--- src/rtl/nss_pkg.sv ---
// Shared types and constants for the name string sanitizer.
// No dependencies; the top level, front end, queue and back end import this package.
package nss_pkg;

  localparam int unsigned CFG_DATA_W   = 16;
  localparam int unsigned CFG_IDX_W    = 1;
  localparam int unsigned QUEUE_DEPTH  = 2;
  localparam int unsigned MAX_BYTES    = 3;

  localparam logic [CFG_IDX_W-1:0] REG_OUT_CAPACITY   = 1'd0;
  localparam logic [CFG_IDX_W-1:0] REG_EXPAND_ILLEGAL = 1'd1;

  localparam logic [15:0] CAPACITY_RESET = 16'd64;

  localparam logic [7:0] CHAR_NUL        = 8'h00;
  localparam logic [7:0] CHAR_UNDERSCORE = 8'h5F;
  localparam logic [7:0] EXPAND_LEAD     = 8'hC4;
  localparam logic [7:0] CONT_MARK       = 8'h80;
  localparam logic [7:0] CONT_MASK       = 8'h3F;

  typedef struct packed {
    logic [7:0] in_byte;
  } in_item_t;

  typedef struct packed {
    logic [7:0] out_byte;
    logic       last_of_run;
  } out_item_t;

  // One classified input: cnt output bytes, byte 0 first.
  typedef struct packed {
    logic [1:0]                 cnt;
    logic [MAX_BYTES-1:0][7:0]  bytes;
  } cmd_t;

endpackage

--- src/rtl/nss_queue.sv ---
// Short command queue between front end and back end.
// Depends on nss_pkg for the command type.
module nss_queue #(
  parameter int unsigned Depth = nss_pkg::QUEUE_DEPTH
) (
  input  logic          clk_i,
  input  logic          rst_ni,
  input  logic          push_i,
  input  nss_pkg::cmd_t cmd_i,
  input  logic          pop_i,
  output logic          full_o,
  output logic          empty_o,
  output nss_pkg::cmd_t head_o
);
  import nss_pkg::*;

  localparam int unsigned PtrW = (Depth > 1) ? $clog2(Depth) : 1;
  localparam int unsigned CntW = $clog2(Depth + 1);
  localparam logic [PtrW-1:0] LastPtr = PtrW'(Depth - 1);
  localparam logic [CntW-1:0] FullCnt = CntW'(Depth);

  cmd_t            mem_q [Depth];
  logic [PtrW-1:0] wr_q, rd_q;
  logic [CntW-1:0] cnt_q;
  logic            do_push, do_pop;

  assign full_o  = cnt_q == FullCnt;
  assign empty_o = cnt_q == '0;
  assign head_o  = mem_q[rd_q];
  assign do_push = push_i && !full_o;
  assign do_pop  = pop_i && !empty_o;

  always_ff @(posedge clk_i) begin
    if (do_push) begin
      mem_q[wr_q] <= cmd_i;
    end
  end

  always_ff @(posedge clk_i or negedge rst_ni) begin
    if (!rst_ni) begin
      wr_q  <= '0;
      rd_q  <= '0;
      cnt_q <= '0;
    end else begin
      if (do_push) begin
        wr_q <= (wr_q == LastPtr) ? '0 : wr_q + PtrW'(1);
      end
      if (do_pop) begin
        rd_q <= (rd_q == LastPtr) ? '0 : rd_q + PtrW'(1);
      end
      case ({do_push, do_pop})
        2'b10:   cnt_q <= cnt_q + CntW'(1);
        2'b01:   cnt_q <= cnt_q - CntW'(1);
        default: cnt_q <= cnt_q;
      endcase
    end
  end

endmodule

--- config.mk ---
export PLATFORM = sky130hd
export DESIGN_NAME = nss_queue
export DESIGN_NICKNAME = d
export VERILOG_FILES = /design/src/rtl/nss_pkg.sv /design/src/rtl/nss_queue.sv
export SDC_FILE = /design/constraint.sdc
export NUM_CORES = 1
export LEC_CHECK = 0
export BUFFER_PORTS_ARGS = -buffer_cell sky130_fd_sc_hd__buf_2
export CAP_MARGIN = 0
export CORE_AREA = 5 5 100 102
export CTS_BUF_LIST = sky130_fd_sc_hd__clkbuf_2 sky130_fd_sc_hd__clkbuf_4 sky130_fd_sc_hd__clkbuf_8
export CTS_CLUSTER_DIAMETER = 50
export CTS_CLUSTER_SIZE = 25
export DETAILED_ROUTE_END_ITERATION = 7
export DIE_AREA = 0 0 105 107
export PLACE_DENSITY_LB_ADDON = 0.08
export REMOVE_ABC_BUFFERS = 1
export SLEW_MARGIN = 5
export SYNTH_ARGS = -nofsm -noshare
export SYNTH_HDL_FRONTEND = slang
export SYNTH_SLANG_ARGS = --single-unit
--- constraint.sdc ---
create_clock -name clk_i -period 2.77 [get_ports clk_i]
set_input_delay 0.4155 -clock clk_i [delete_from_list [all_inputs] [get_ports clk_i]]
set_output_delay 0.4155 -clock clk_i [all_outputs]
set_load 0.05 [all_outputs]
==> results.yml, run 1 <==
power_and_ir_drop:
  finalPower_uw: 3258
  p_leak_uw: 0.001064
  ir_worst_vdd_mv: 0.3363
  power.density_mw_per_mm2: 1209
route:
  drtIter0Drc: 23
  drt_drc_violations_left: 0
  viasPerCell: 3.877
  drt_pass1_iterations: 3
  vias: 1070
  wirelength_um: 3942
  wl_per_cell_um: 14.28
  drtAntennaViolNets: 0
placed_design:
  gp_congestion: 0.6068
  io_buffers: 57
  place_hpwl_um: 2856
clocking:
  clock-sinks: 56
  clock-root-buffer: "clkbuf_8"
  ctsHoldBuffers: 1
  cts_tree: "done"
  htreeDepth: 2
  numCtsBuffers: 5
  clk_latency_ps: 300
  cts-resized-gates: 0
  cts_setup_buffers: 0
  cts_buffer_depth: 2
  cts.clk_slew.worst_paths_ps: 100
worst_setup_path:
  worstPathRequired_ps: 2350
  crit_arrival_ps: 1840
  timing.rr.end: "mem_q[0][22]"
  cp-end-kind: "output pin"
  crit_fanout: 27
  crit_path_start_kind: "flip-flop"
  cp-startpoint: "rd_q"
  crit_type: "reg -> out"
  r2r_slack_ps: 1030
  rr_worst_depth: 4
  rr_startpoint: "cnt_q[0]"
worst_hold_path:
  hp-start: "cmd_i[18]"
  min_path_cells: 1
  hp-class: "in -> reg"
  hold_end: "mem_q[1][18]"
cells_and_area:
  layout_commonest_cell: "buf_2"
  syn2layout_area_growth_pct: 23.95
  antennaDiodeCount: 0
  num-fill-cells: 921
  drive_above_1_share: 0.5879
  seq_area_mm2: 0.001663
  finalNetCount: 195
  final_cell_mix: "57 x buf_2, 52 x edfxtp_1, 19 x mux2_4"
  multiInputGateArea_um2: 459.2
synthesis:
  synth-seq-cells: 56
  synthCells: 99
  synth-warning-count: 0
  yosysSeqAreaShare: 0.7645
  syn_area_mm2: 0.002173
  synth.avg_cell_area_um2: 21.95
  synth_cell_types: 15
sta:
  setup_violations: 0
  rsz0062_at_grt: "no"
  maxSlewViolCount: 0
  worst_pin_slew_ps: 816.2
  fin_tns_setup_ps: 0
  clock.fmax_mhz: 442.4
  hold_violations: 0
  timing.final.crit_share: 0.8159
  maxSlewHeadroom: 0.4559
  clock_skew_ps: 8.793
  period_minus_slack_ps: 2260
floorplanning:
  die_y_um: 107
  core_area_mm2: 0.009021
  ioPinCount: 58
  dieArea_mm2: 0.01124
  num_rows: 35
  initial_core_util: 0.2409
  dieWidth_um: 105
global_route:
  grtUsageTotal: 0.07192
  grt_overflow: 0
  grt_max_degree: 28
  antenna_found_initial: 1
  grt_pass1_wl_um: 6237
  grt_pass1_vias: 1231
status:
  outcome: "complete, no violations"
job:
  drv_cap: 0
## kinds of logic (layout without fill, tap and decap cells)
group / Yosys count / count (layout) / synth area share
adder cells (fa/ha/maj): 1 / 1 / 0.005756
flip-flops: 56 / 56 / 0.7645
multiplexers: 26 / 26 / 0.1675
AND/OR/NAND/NOR: 7 / 7 / 0.01670
buffers and inverters: 4 / 70 / 0.02533
XOR/XNOR: 5 / 5 / 0.02015
## registers in the layout, indices dropped and copies added, names as in the netlist
| signal | flops |
|---|---|
| mem_q | 52 |
| cnt_q | 2 |
| wr_q | 1 |
| rd_q | 1 |
## worst max path at each step
stage	endpoint	slack, ps	cells past startpoint
floorplan	mem_q[0][0]	620	3
global placement	head_o[25]	800	2
detailed placement	head_o[3]	800	2
CTS	head_o[3]	440	2
global route	head_o[3]	390	2
finish	head_o[3]	510	2
## power by group
group / internal [µW] / total (µW) / leakage [µW] / switching, µW
registers: 1160 / 1320 / 0.000529 / 161
logic: 471 / 1410 / 0.000481 / 941
clock network: 268 / 524 / 0.0000541 / 257
total: 1900 / 3260 / 0.00106 / 1360
## synth_stat cells (all sizes together)
master,n,area (µm²)
inv,1,3.750
xnor2,3,26.28
dfrtp,4,100.1
nor2b,1,8.760
nor2,3,11.26
mux2,26,364.1
and3,1,6.260
buf,3,51.30
xor2,2,17.52
nand2,1,3.750
edfxtp,52,1562
nand2b,1,6.260
ha,1,12.51
## layer usage
metal | vias to the layer above | track usage | wire length, µm
met5 | - | 0 | 13
met4 | 2 | 0.02466 | 31
met3 | 7 | 0.02830 | 221
met2 | 30 | 0.1308 | 2123
met1 | 526 | 0.07508 | 1552
li1 | 505 | - | -
## critical path: stages (launching register included)
cell and delay, ps:
dfrtp_2 910, mux2_2 410, buf_2 210
## through the flow
stage | utilization | cells | instance area (µm²) | hold slack (ps) | setup WS [ps]
2_1_floorplan | - | 96 | 2122 | 119.9 | 617.1
4_1_cts | 0.2986 | 276 | 2694 | 282.3 | 444.3
6_report | 0.2986 | 276 | 2694 | 293.7 | 509.8
5_1_grt | 0.2986 | 276 | 2694 | 269.8 | 394.8
3_3_place_gp | 0.2852 | 267 | 2572 | 230.7 | 802.8
3_5_place_dp | 0.2852 | 267 | 2572 | 232.9 | 796.0
## layout make-up
class | instances | area share
repair buffers | 61 | 0.1180
flip-flops and latches | 56 | 0.6173
clock inverters | 3 | 0.01579
multi-input cells | 39 | 0.1705
inverters | 1 | 0.001393
well taps | 111 | 0.05156
clock buffers | 5 | 0.02555
Note: power is estimated with default switching activity, not from simulation.
==> run 2: changes to the inputs <==
==> constraint.sdc (replaced) <==
create_clock -name clk_i -period 2 [get_ports clk_i]
set_input_delay 0.3 -clock clk_i [delete_from_list [all_inputs] [get_ports clk_i]]
set_output_delay 0.3 -clock clk_i [all_outputs]
set_load 0.05 [all_outputs]
==> run 2 against run 1 <==
Against the previous run: clock-buffer cell count unchanged; design area is 0.23% lower; global-route usage is 0.11 points higher; sequential power grew 29%; non-clock buffer count up 3; critical endpoint is now head_o[25].
==> results.yml, run 2 (synthesis gave the netlist of run 1 again) <==
clocking:
  numCtsBuffers: 5
  htreeDepth: 2
  cts_tree: "done"
  clock-sinks: 56
  cts_setup_buffers: 0
  cts.clk_slew.worst_paths_ps: 100
  cts_buffer_depth: 2
  clk_latency_ps: 300
  clock-root-buffer: "clkbuf_8"
cells_and_area:
  largest_register_ffs: 52
  syn2layout_area_growth_pct: 23.66
  layout_commonest_cell: "buf_2"
  seq_area_mm2: 0.001663
  num-fill-cells: 918
  multiInputGateArea_um2: 459.2
  reg.largest.list: "mem_q x52, cnt_q x2"
  drive_above_1_share: 0.5893
  final_cell_mix: "57 x buf_2, 52 x edfxtp_1, 19 x mux2_4"
  top_register: "mem_q"
  antennaDiodeCount: 0
  finalNetCount: 198
  finalInstanceArea_mm2: 0.002688
route:
  wirelength_um: 3976
  drt_pass1_iterations: 2
  vias: 1081
  viasPerCell: 3.875
  drt_drc_violations_left: 0
  drtIter0Drc: 22
  drtAntennaViolNets: 0
  wl_per_cell_um: 14.25
worst_setup_path:
  worstPathRequired_ps: 1700
  slowest_delay_ps: 370
  timing.rr.end: "cnt_q[1]"
  crit_fanout: 15
  r2r_slack_ps: 570
  crit_arrival_ps: 1530
  worst-path-stages: 3
  critPathTopFamily: "buffers and inverters"
  crit_buf_inv: 2
  cp_slowest_cell: "dfrtp_2"
  rr_startpoint: "cnt_q[0]"
  cp-end-kind: "output pin"
  rr_worst_depth: 5
  path_cells: "buf_4 > mux2_2 > buf_2"
  crit_type: "reg -> out"
  crit_path_start_kind: "flip-flop"
power_and_ir_drop:
  ir_worst_vdd_mv: 0.6685
  p_leak_uw: 0.001070
  comb_power_share: 0.484
  p_sw_frac: 0.4275
  power.density_mw_per_mm2: 1642
  switchingPower_uw: 1886
  p_int_uw: 2526
  p_seq_frac: 0.384
  finalPower_uw: 4413
  p_clk_frac: 0.132
floorplanning:
  core_area_mm2: 0.009021
  dieArea_mm2: 0.01124
  die_y_um: 107
  initial_core_util: 0.2409
  dieWidth_um: 105
  ioPinCount: 58
  num_rows: 35
sta:
  timing.final.crit_share: 0.9131
  hold_violations: 0
  period_minus_slack_ps: 1826
  maxSlewHeadroom: 0.8196
  timing.final.ws_setup_ps: 173.7
  worst_pin_slew_ps: 270.5
  rsz0062_at_grt: "no"
  clock.fmax_mhz: 547.6
  clock_skew_ps: 10.19
  setup_violations: 0
  maxSlewViolCount: 0
worst_hold_path:
  hp-start: "cmd_i[13]"
  hp-class: "in -> reg"
  hold_end: "mem_q[0][13]"
  min_path_cells: 1
global_route:
  grt_overflow: 0
  grt_max_degree: 17
  grt_pass1_vias: 1245
  grt_pass1_wl_um: 6285
  grtUsageTotal: 0.07299
  antenna_found_initial: 1
job:
  drv_cap: 0
placed_design:
  dpl_worst_slack_ps: 499.7
  place_hpwl_um: 2849
  gp_congestion: 0.6552
  io_buffers: 57
  dpl-instance-area_mm2: 0.002595
status:
  outcome: "complete, no violations"
==> run 2: cell types whose count changed in the layout (fill, tap and decap cells not counted), sizes merged <==
| cell | delta |
|---|---|
| buf | +3 |
| clkinv | +2 |
| clkinvlp | -1 |
| bufinv | -1 |
==> run 2: worst max-delay path by stage <==
stage                     slack [ps]           to  startpoint
final                            170   head_o[25]        rd_q
after global routing              90   head_o[25]        rd_q
after CTS                        150   head_o[25]        rd_q
after detailed placement         500    head_o[8]        rd_q
after global placement           500   head_o[25]        rd_q
after floorplan                 -150  mem_q[0][0]    cnt_q[0]
==> run 2: per-layer routing <==
layer,track usage,wire length (µm)
met5,0,13
met4,0.02740,33
met3,0.02950,218
met2,0.1277,2124
met1,0.07904,1586
==> run 2: what timing repair did <==
item | 4_1_cts | 5_1_grt
hold buffers | 1 | 0
resized for setup | 0 | 0
endpoints found under the hold margin | 4 | 0
endpoints found under the setup margin | 0 | 0
==> run 2: power groups by stage <==
| stage | Clock [µW] | Combinational (µW) | Sequential [µW] |
|---|---|---|---|
| 2_1_floorplan | 0 | 1590 | 1810 |
| 3_3_place_gp | 0 | 2160 | 1710 |
| 6_report | 583 | 2130 | 1700 |
| 4_1_cts | 622 | 2180 | 1700 |
| 3_5_place_dp | 0 | 2180 | 1720 |
| 5_1_grt | 660 | 2250 | 1720 |
==> run 2: cell type report <==
type	count	share of cell area
flip-flops and latches	56	0.6187
multi-input cells	39	0.1709
repair buffers	64	0.1266
well taps	111	0.05168
clock buffers	5	0.02561
clock inverters	3	0.005121
inverters	1	0.001397
==> run 2: through the flow <==
step | instances | TNS, ps | util | hold WS [ps]
after floorplan | 96 | -3975 | - | 4.409
after global placement | 270 | 0 | 0.2877 | 111.0
after detailed placement | 270 | 0 | 0.2877 | 112.6
after CTS | 279 | 0 | 0.2979 | 169.6
after global routing | 279 | 0 | 0.2979 | 162.7
final | 279 | 0 | 0.2979 | 181.1
