--- src/rtl/nss_pkg.sv ---
// Shared types and constants for the name string sanitizer.
// No dependencies; the top level, front end, queue and back end import this package.
package nss_pkg;

  localparam int unsigned CFG_DATA_W   = 16;
  localparam int unsigned CFG_IDX_W    = 1;
  localparam int unsigned QUEUE_DEPTH  = 2;
  localparam int unsigned MAX_BYTES    = 3;

  localparam logic [CFG_IDX_W-1:0] REG_OUT_CAPACITY   = 1'd0;
  localparam logic [CFG_IDX_W-1:0] REG_EXPAND_ILLEGAL = 1'd1;

  localparam logic [15:0] CAPACITY_RESET = 16'd64;

  localparam logic [7:0] CHAR_NUL        = 8'h00;
  localparam logic [7:0] CHAR_UNDERSCORE = 8'h5F;
  localparam logic [7:0] EXPAND_LEAD     = 8'hC4;
  localparam logic [7:0] CONT_MARK       = 8'h80;
  localparam logic [7:0] CONT_MASK       = 8'h3F;

  typedef struct packed {
    logic [7:0] in_byte;
  } in_item_t;

  typedef struct packed {
    logic [7:0] out_byte;
    logic       last_of_run;
  } out_item_t;

  // One classified input: cnt output bytes, byte 0 first.
  typedef struct packed {
    logic [1:0]                 cnt;
    logic [MAX_BYTES-1:0][7:0]  bytes;
  } cmd_t;

endpackage

--- src/rtl/nss_stream_if.sv ---
// Valid/ready stream interface carrying one payload per transaction.
// Payload type is set per instance from types in nss_pkg.
interface nss_stream_if #(
  parameter type payload_t = logic
);
  logic     valid;
  logic     ready;
  payload_t payload;

  modport source (output valid, output payload, input ready);
  modport sink   (input valid, input payload, output ready);
endinterface

--- src/rtl/nss_back.sv ---
// Back end: walks the bytes of each queued command into the output register.
// Depends on nss_pkg and nss_stream_if; pops commands from nss_queue.
module nss_back (
  input  logic          clk_i,
  input  logic          rst_ni,
  input  logic          empty_i,
  input  nss_pkg::cmd_t head_i,
  output logic          pop_o,
  nss_stream_if.source  out_o
);
  import nss_pkg::*;

  logic [1:0] idx_q, idx_d;
  logic       valid_q, valid_d;
  out_item_t  item_q, item_d;
  logic       load, is_last;
  logic [7:0] cur_byte;

  assign load    = !valid_q || out_o.ready;
  assign is_last = idx_q == (head_i.cnt - 2'd1);

  always_comb begin
    case (idx_q)
      2'd0:    cur_byte = head_i.bytes[0];
      2'd1:    cur_byte = head_i.bytes[1];
      2'd2:    cur_byte = head_i.bytes[2];
      default: cur_byte = CHAR_NUL;
    endcase
  end

  always_comb begin
    idx_d   = idx_q;
    valid_d = valid_q;
    item_d  = item_q;
    pop_o   = 1'b0;
    if (load) begin
      valid_d = !empty_i;
      if (!empty_i) begin
        item_d.out_byte    = cur_byte;
        item_d.last_of_run = is_last;
        if (is_last) begin
          pop_o = 1'b1;
          idx_d = '0;
        end else begin
          idx_d = idx_q + 2'd1;
        end
      end
    end
  end

  always_ff @(posedge clk_i or negedge rst_ni) begin
    if (!rst_ni) begin
      idx_q   <= '0;
      valid_q <= 1'b0;
    end else begin
      idx_q   <= idx_d;
      valid_q <= valid_d;
    end
  end

  always_ff @(posedge clk_i) begin
    item_q <= item_d;
  end

  assign out_o.valid   = valid_q;
  assign out_o.payload = item_q;

endmodule

--- src/flat_wrapper.sv ---
// flat-port wrapper written by rule: the top's interface ports become plain ports
module nss_back_flat import nss_pkg::*;
  (clk_i, rst_ni, empty_i, head_i, pop_o, out_o_valid, out_o_payload, out_o_ready);
  nss_stream_if out_o_i ();
  input  logic clk_i;
  input  logic rst_ni;
  input  logic empty_i;
  input  nss_pkg::cmd_t head_i;
  output logic pop_o;
  output wire logic [$bits(out_o_i.valid)-1:0] out_o_valid;
  output wire logic [$bits(out_o_i.payload)-1:0] out_o_payload;
  input wire logic [$bits(out_o_i.ready)-1:0] out_o_ready;
  assign out_o_valid = out_o_i.valid;
  assign out_o_payload = out_o_i.payload;
  assign out_o_i.ready = out_o_ready;
  nss_back u_core (.clk_i(clk_i), .rst_ni(rst_ni), .empty_i(empty_i), .head_i(head_i), .pop_o(pop_o), .out_o(out_o_i));
endmodule
--- config.mk ---
export PLATFORM = sky130hd
export DESIGN_NAME = nss_back_flat
export DESIGN_NICKNAME = d
export VERILOG_FILES = /design/src/rtl/nss_pkg.sv /design/src/rtl/nss_stream_if.sv /design/src/rtl/nss_back.sv /design/src/flat_wrapper.sv
export SDC_FILE = /design/constraint.sdc
export NUM_CORES = 1
export LEC_CHECK = 0
export BUFFER_PORTS_ARGS = -buffer_cell sky130_fd_sc_hd__buf_4
export CAP_MARGIN = 30
export CORE_AREA = 2 2 39 41
export CTS_CLUSTER_SIZE = 28
export DETAILED_ROUTE_END_ITERATION = 16
export DIE_AREA = 0 0 41 43
export GPL_TIMING_DRIVEN = 0
export PLACE_DENSITY = 0.46
export SYNTH_ARGS = -nofsm -noshare
export SYNTH_HDL_FRONTEND = slang
export SYNTH_SLANG_ARGS = --single-unit
--- constraint.sdc ---
create_clock -name clk_i -period 1.9 [get_ports clk_i]
set_input_delay 0.285 -clock clk_i [delete_from_list [all_inputs] [get_ports clk_i]]
set_output_delay 0.285 -clock clk_i [all_outputs]
set_load 0.005 [all_outputs]
==> results of run 1 <==
-- cell usage after synthesis --
cell type  count
a21oi_1        2
inv_1          2
nand3b_1       1
o31ai_1        2
edfxtp_1       1
or3b_1         1
nand2_1        1
nor2b_1        1
dfrtp_1        3
a2111oi_0      1
o21ai_0        1
xnor2_1        1
nand2b_1       1
a21o_1         1
or2_2          1
-- through the flow --
| step | cell area (um^2) | std cells | util |
|---|---|---|---|
| floorplan | 206.4 | 20 | - |
| CTS | 322.8 | 49 | 0.2333 |
| global placement | 286.5 | 44 | 0.2071 |
| detailed placement | 286.5 | 44 | 0.2071 |
| global route | 322.8 | 49 | 0.2333 |
| finish | 322.8 | 49 | 0.2333 |
-- sequential cells by signal, indices dropped and copies added, names as in the netlist --
signal                cells
u_core.out_o.valid        1
u_core.idx_q              2
u_core.out_o.payload      1
-- power by group --
group | switching (mW) | internal (mW) | leakage [nW]
clock | 0.0453 | 0.0795 | 0.0150
sequential | 0.0202 | 0.113 | 0.0457
combinational | 0.0375 | 0.0502 | 0.0907
-- per-layer routing --
metal	wire length [um]	vias to the layer above
met1	187	95
met5	0	-
li1	-	99
met4	20	0
met3	36	2
met2	250	8
-- layout make-up --
class | count | area, um^2
fillers | 156 | 1061
flip-flops and latches | 4 | 105.1
multi-input cells | 14 | 93.84
repair buffers | 9 | 70.07
clock buffers | 4 | 26.28
well taps | 16 | 20.02
inverters | 2 | 7.507
-- logic make-up after synthesis --
logic type      synth area share
buf+inv                  0.03638
xor+xnor                 0.04243
simple gates              0.1879
flops                     0.5091
compound gates            0.2242
-- final timing paths --
kind / endpoint / cells after the start / slack (ns)
max in group asynchronous: u_core.idx_q[1] / 2 / 1.44
min: u_core.out_o.valid / 2 / 0.23
max reg2reg: u_core.out_o.payload / 3 / 0.71
min reg2reg: u_core.idx_q[1] / 1 / 0.52
max: pop_o / 4 / 0.17
min in group asynchronous: u_core.idx_q[0] / 2 / 0.37
-- cells in the final DEF, fill, tap and decap left out, drive strengths merged --
| cell | synthesis | routed |
|---|---|---|
| nor2b | 1 | 1 |
| inv | 2 | 2 |
| nand2 | 1 | 1 |
| or2 | 1 | 1 |
| nand3b | 1 | 1 |
| a21oi | 2 | 2 |
| xnor2 | 1 | 1 |
| buf | 0 | 8 |
| clkbuf | 0 | 4 |
| o21ai | 1 | 1 |
| o31ai | 2 | 2 |
| dfrtp | 3 | 3 |
| a21o | 1 | 1 |
| dlygate4sd3 | 0 | 1 |
| edfxtp | 1 | 1 |
| a2111oi | 1 | 1 |
| nand2b | 1 | 1 |
| or3b | 1 | 1 |
==> out/metrics.csv, run 1 <==
stage;metric;value;unit
die;ioPinCount;33;
timing;finalHoldViolCount;0;
placed_design;portBuffers;8;
clock_tree;h-tree-depth;1;
placed_design;dp_worst_setup_slack;0.4303;ns
layout;layout.nets;64;
global_routing;globalRouteMet1Util;0.06129;
global_routing;top_usage_layer;met2;
global_routing;grt_overflow;0;
worst_setup_path;max_stage_delay;0.40;ns
routing;num_vias;204;
routing;ant_nets;0;
timing;setup_tns;0;ns
global_routing;grtUsageTotal;0.07538;
routing;wl_per_cell;10.08;um
timing;layout_setup_ws;0.1730;ns
timing;fin_crit_sh;0.9090;
global_routing;antenna_found_initial;0;
global_routing;grt_pass1_wl;779;um
logic_synthesis;syn_area_per_cell;10.32;um^2
die;die_area;1763;um^2
timing;worst_hold_slack;0.2299;ns
worst_setup_path;critical_path_class;flip-flop to output pin;
logic_synthesis;synth_cell_types;15;
clock_tree;cts_tree;built;
worst_setup_path;arrival;1.44;ns
timing;relSlewSlack;0.7579;
logic_synthesis;yosysSeqAreaShare;0.5091;
logic_synthesis;yosys.area.top_type;dfrtp_1;
timing;clock_skew;0.0005194;ns
global_routing;met3_usage;0.04712;
layout;drive_gt1_frac;0.3636;
logic_synthesis;netlist_top_cells_area;dfrtp_1 (36%), edfxtp_1 (15%), o31ai_1 (7.3%);
worst_setup_path;cp-start-kind;flip-flop;
timing;fmax;0.5790;GHz
clock_tree;clk_path_buf_depth;2;
timing;setup_viol;0;
logic_synthesis;synth_seq_cells;4;
worst_setup_path;required;1.62;ns
clock_tree;root_buffer;clkbuf_4;
global_routing;met2_usage;0.1000;
worst_setup_path;cp_top_family;flip-flops;
power;p_total;0.3459;mW
die;coreArea;1384;um^2
routing;drt_iter0_drc;1;
logic_synthesis;yosys.area.top_type_share;0.3636;
timing;slew_viol_final;0;
worst_setup_path;crit_chain;xnor2_1 > or3b_1 > a21oi_1 > buf_4;
clock_tree;clk_latency;0.24;ns
logic_synthesis;syn_inst;20;
global_routing;grt_max_degree;7;
worst_setup_path;r2r_start;u_core.out_o.valid;
min_path;worstHoldStart;empty_i;
routing;via_per_inst;4.163;
logic_synthesis;syn-num-nets;50;
layout;n_antenna_cell;0;
routing;route.detailed.drc;0;
worst_setup_path;crit_buf_inv;1;
clock_tree;cts_hold_buf;1;
clock_tree;post-cts-setup-buffers;0;
logic_synthesis;synth_area;206.4;um^2
min_path;hold_path_class;input port to flip-flop;
power;power-per-cell-area;1071;nW/um^2
routing;wl;494;um
worst_setup_path;setup.worst_path.start;u_core.idx_q[1];
routing;first_pass_iters;2;
clock_tree;cts.sinks;4;
timing;tightestPinTransition;0.3539;ns
clock_tree;cts-resized-gates;0;
worst_setup_path;cp_max_fo;3;
global_routing;grt_pass1_vias;219;
timing;rsz0062_at_grt;no;
die;rows;14;
power;p_leak;0.1513;nW
die;dieWidth;41;um
clock_tree;numCtsBuffers;3;
power;vdd_drop_max;176.9;uV
die;die_y;43;um
timing;period_minus_slack;1.727;ns
layout;synthToLayoutAreaGrowth;56.36;%
job;cap_violations;0;
placed_design;finalWeightedCongestion;0.6054;
run_status;outcome;finished clean;
worst_setup_path;worst_path_max_delay_cell;dfrtp_1;
clock_tree;clkTransAtPathRegs;0.04;ns
die;start_util;0.1492;
worst_setup_path;end_kind;output pin;
logic_synthesis;yosys_warnings;0;
(Power assumes the default switching activity.)
==> inputs of run 2 (changes only) <==
- CTS_BUF_LIST: unset -> sky130_fd_sc_hd__clkbuf_4
- REMOVE_ABC_BUFFERS: unset -> 1
==> out/metrics.csv, run 2 (same netlist as run 1, synthesis figures left out) <==
stage;metric;value;unit;change
layout;synthToLayoutAreaGrowth;58.18;%;
layout;n_antenna_cell;0;;unchanged
timing;period_minus_slack;1.727;ns;-0.0002770 ns
layout;final_common_cell;buf_4;;
die;start_util;0.1492;;unchanged
global_routing;antenna_found_initial;0;;unchanged
power;p_seq_frac;0.371;;-0.015
die;dieWidth;41;um;unchanged
placed_design;dp_worst_setup_slack;0.4303;ns;unchanged
timing;clock_skew;0.0001268;ns;-0.0003926 ns
timing;fin_crit_sh;0.9088;;about the same
routing;route.detailed.drc;0;;unchanged
routing;wl_per_cell;10.08;um;unchanged
timing;setup_tns;0;ns;unchanged
layout;drive_gt1_frac;0.3939;;+0.03030
clock_tree;clkTransAtPathRegs;0.04;ns;about the same
global_routing;grtUsageTotal;0.07538;;unchanged
clock_tree;cts_tree;built;;
worst_setup_path;end_kind;output pin;;
power;comb_power_share;0.244;;-0.010
die;die_y;43;um;unchanged
timing;slew_viol_final;0;;unchanged
min_path;worstHoldStart;empty_i;;
power;power-per-cell-area;1101;nW/um^2;+2.8%
layout;final_core_util;0.2360;;+0.002713
power;netSwitchingPower;0.1026;mW;-0.43%
routing;via_per_inst;4.163;;unchanged
timing;fmax;0.5791;GHz;about the same
placed_design;finalWeightedCongestion;0.6054;;unchanged
clock_tree;cts-resized-gates;0;;unchanged
worst_setup_path;r2r_setup_slack;0.70;ns;about the same
clock_tree;clk_path_buf_depth;2;;unchanged
routing;num_vias;204;;unchanged
routing;wl;494;um;unchanged
global_routing;grt_pass1_vias;219;;unchanged
job;cap_violations;0;;unchanged
timing;worst_hold_slack;0.2300;ns;+0.0001380 ns
timing;relSlewSlack;0.7579;;unchanged
worst_setup_path;r2r_start;u_core.out_o.valid;;
min_path;worstHoldPathCells;2;;unchanged
timing;rsz0062_at_grt;no;;
global_routing;grt_pass1_wl;779;um;unchanged
layout;largest_reg_flops;2;;unchanged
worst_setup_path;reg2reg_depth;3;;unchanged
clock_tree;numCtsBuffers;3;;unchanged
timing;tightestPinTransition;0.3539;ns;+0.0000007153 ns
power;internal_power;0.2571;mW;+5.9%
placed_design;portBuffers;8;;unchanged
layout;largest-register;u_core.idx_q;;
clock_tree;root_buffer;clkbuf_4;;
timing;setup_viol;0;;unchanged
layout;layout.nets;64;;unchanged
global_routing;grt_overflow;0;;unchanged
routing;ant_nets;0;;unchanged
worst_setup_path;critical_path_class;flip-flop to output pin;;
die;ioPinCount;33;;unchanged
power;clkPwrFrac;0.385;;+0.024
power;swShare;0.2852;;-0.01264
min_path;min_to;u_core.out_o.valid;;
min_path;hold_path_class;input port to flip-flop;;
layout;final_cell_mix;buf_4 (8), clkbuf_4 (4), dfrtp_1 (3);;
timing;layout_setup_ws;0.1733;ns;+0.0002770 ns
worst_setup_path;cp_max_fo;3;;unchanged
die;coreArea;1384;um^2;unchanged
die;rows;14;;unchanged
worst_setup_path;r2r_end;u_core.out_o.payload;;
timing;finalHoldViolCount;0;;unchanged
clock_tree;h-tree-depth;1;;unchanged
worst_setup_path;cp-start-kind;flip-flop;;
routing;first_pass_iters;2;;unchanged
worst_setup_path;arrival;1.44;ns;about the same
power;vdd_drop_max;209.2;uV;+18%
worst_setup_path;required;1.62;ns;about the same
clock_tree;cts.sinks;4;;unchanged
routing;drt_iter0_drc;3;;+2
run_status;outcome;finished clean;;
die;die_area;1763;um^2;unchanged
clock_tree;post-cts-setup-buffers;0;;unchanged
global_routing;grt_max_degree;7;;unchanged
power;p_leak;0.1547;nW;+2.3%
clock_tree;clk_latency;0.24;ns;about the same
==> run 2: cell counts in the layout (fill, tap and decap cells not counted) <==
Identical to the previous run, type by type.
==> run 2: timing repair <==
item | CTS | global route
endpoints found under the hold margin | 3 | 0
hold buffers | 1 | 0
endpoints found under the setup margin | 0 | 0
==> run 2: worst max path at each step <==
| stage | startpoint | endpoint | cells past startpoint |
|---|---|---|---|
| floorplan | u_core.idx_q[1] | pop_o | 3 |
| global placement | head_i[25] | pop_o | 5 |
| detailed placement | head_i[25] | pop_o | 5 |
| CTS | u_core.idx_q[1] | pop_o | 4 |
| global route | u_core.idx_q[1] | pop_o | 4 |
| finish | u_core.idx_q[1] | pop_o | 4 |
==> run 2: metal layers <==
| metal | share of wire | global-route usage |
|---|---|---|
| met1 | 0.38 | 0.06129 |
| met5 | 0 | 0 |
| met2 | 0.51 | 0.1000 |
| met4 | 0.040 | 0.1000 |
| met3 | 0.073 | 0.04712 |
==> run 2: area by class of cell <==
type                            instances  area [um^2]
Fill cell                             154         1057
Multi-Input combinational cell         14        93.84
Timing Repair Buffer                    9        70.07
Tap cell                               16        20.02
Inverter                                2        7.507
Sequential cell                         4        105.1
Clock buffer                            4        30.03
==> run 2: worst max-delay path, cell delays in order, from the launching register on <==
cell	delay (ns)
dfrtp_1	0.40
xnor2_1	0.17
or3b_1	0.38
a21oi_1	0.13
buf_4	0.12
==> run 2: per-stage QoR <==
step	total power, mW	instance area (um^2)	cells
5_1_grt	0.3877	326.6	49
3_3_place_gp	0.2175	286.5	44
6_report	0.3597	326.6	49
2_1_floorplan	0.1838	206.4	20
4_1_cts	0.3639	326.6	49
3_5_place_dp	0.2210	286.5	44
==> run 2: power groups by stage <==
stage	clock network, mW	registers [mW]	logic [mW]
2_1_floorplan	0	0.130	0.0536
3_3_place_gp	0	0.133	0.0850
3_5_place_dp	0	0.133	0.0876
4_1_cts	0.141	0.133	0.0898
5_1_grt	0.149	0.139	0.100
6_report	0.139	0.133	0.0877
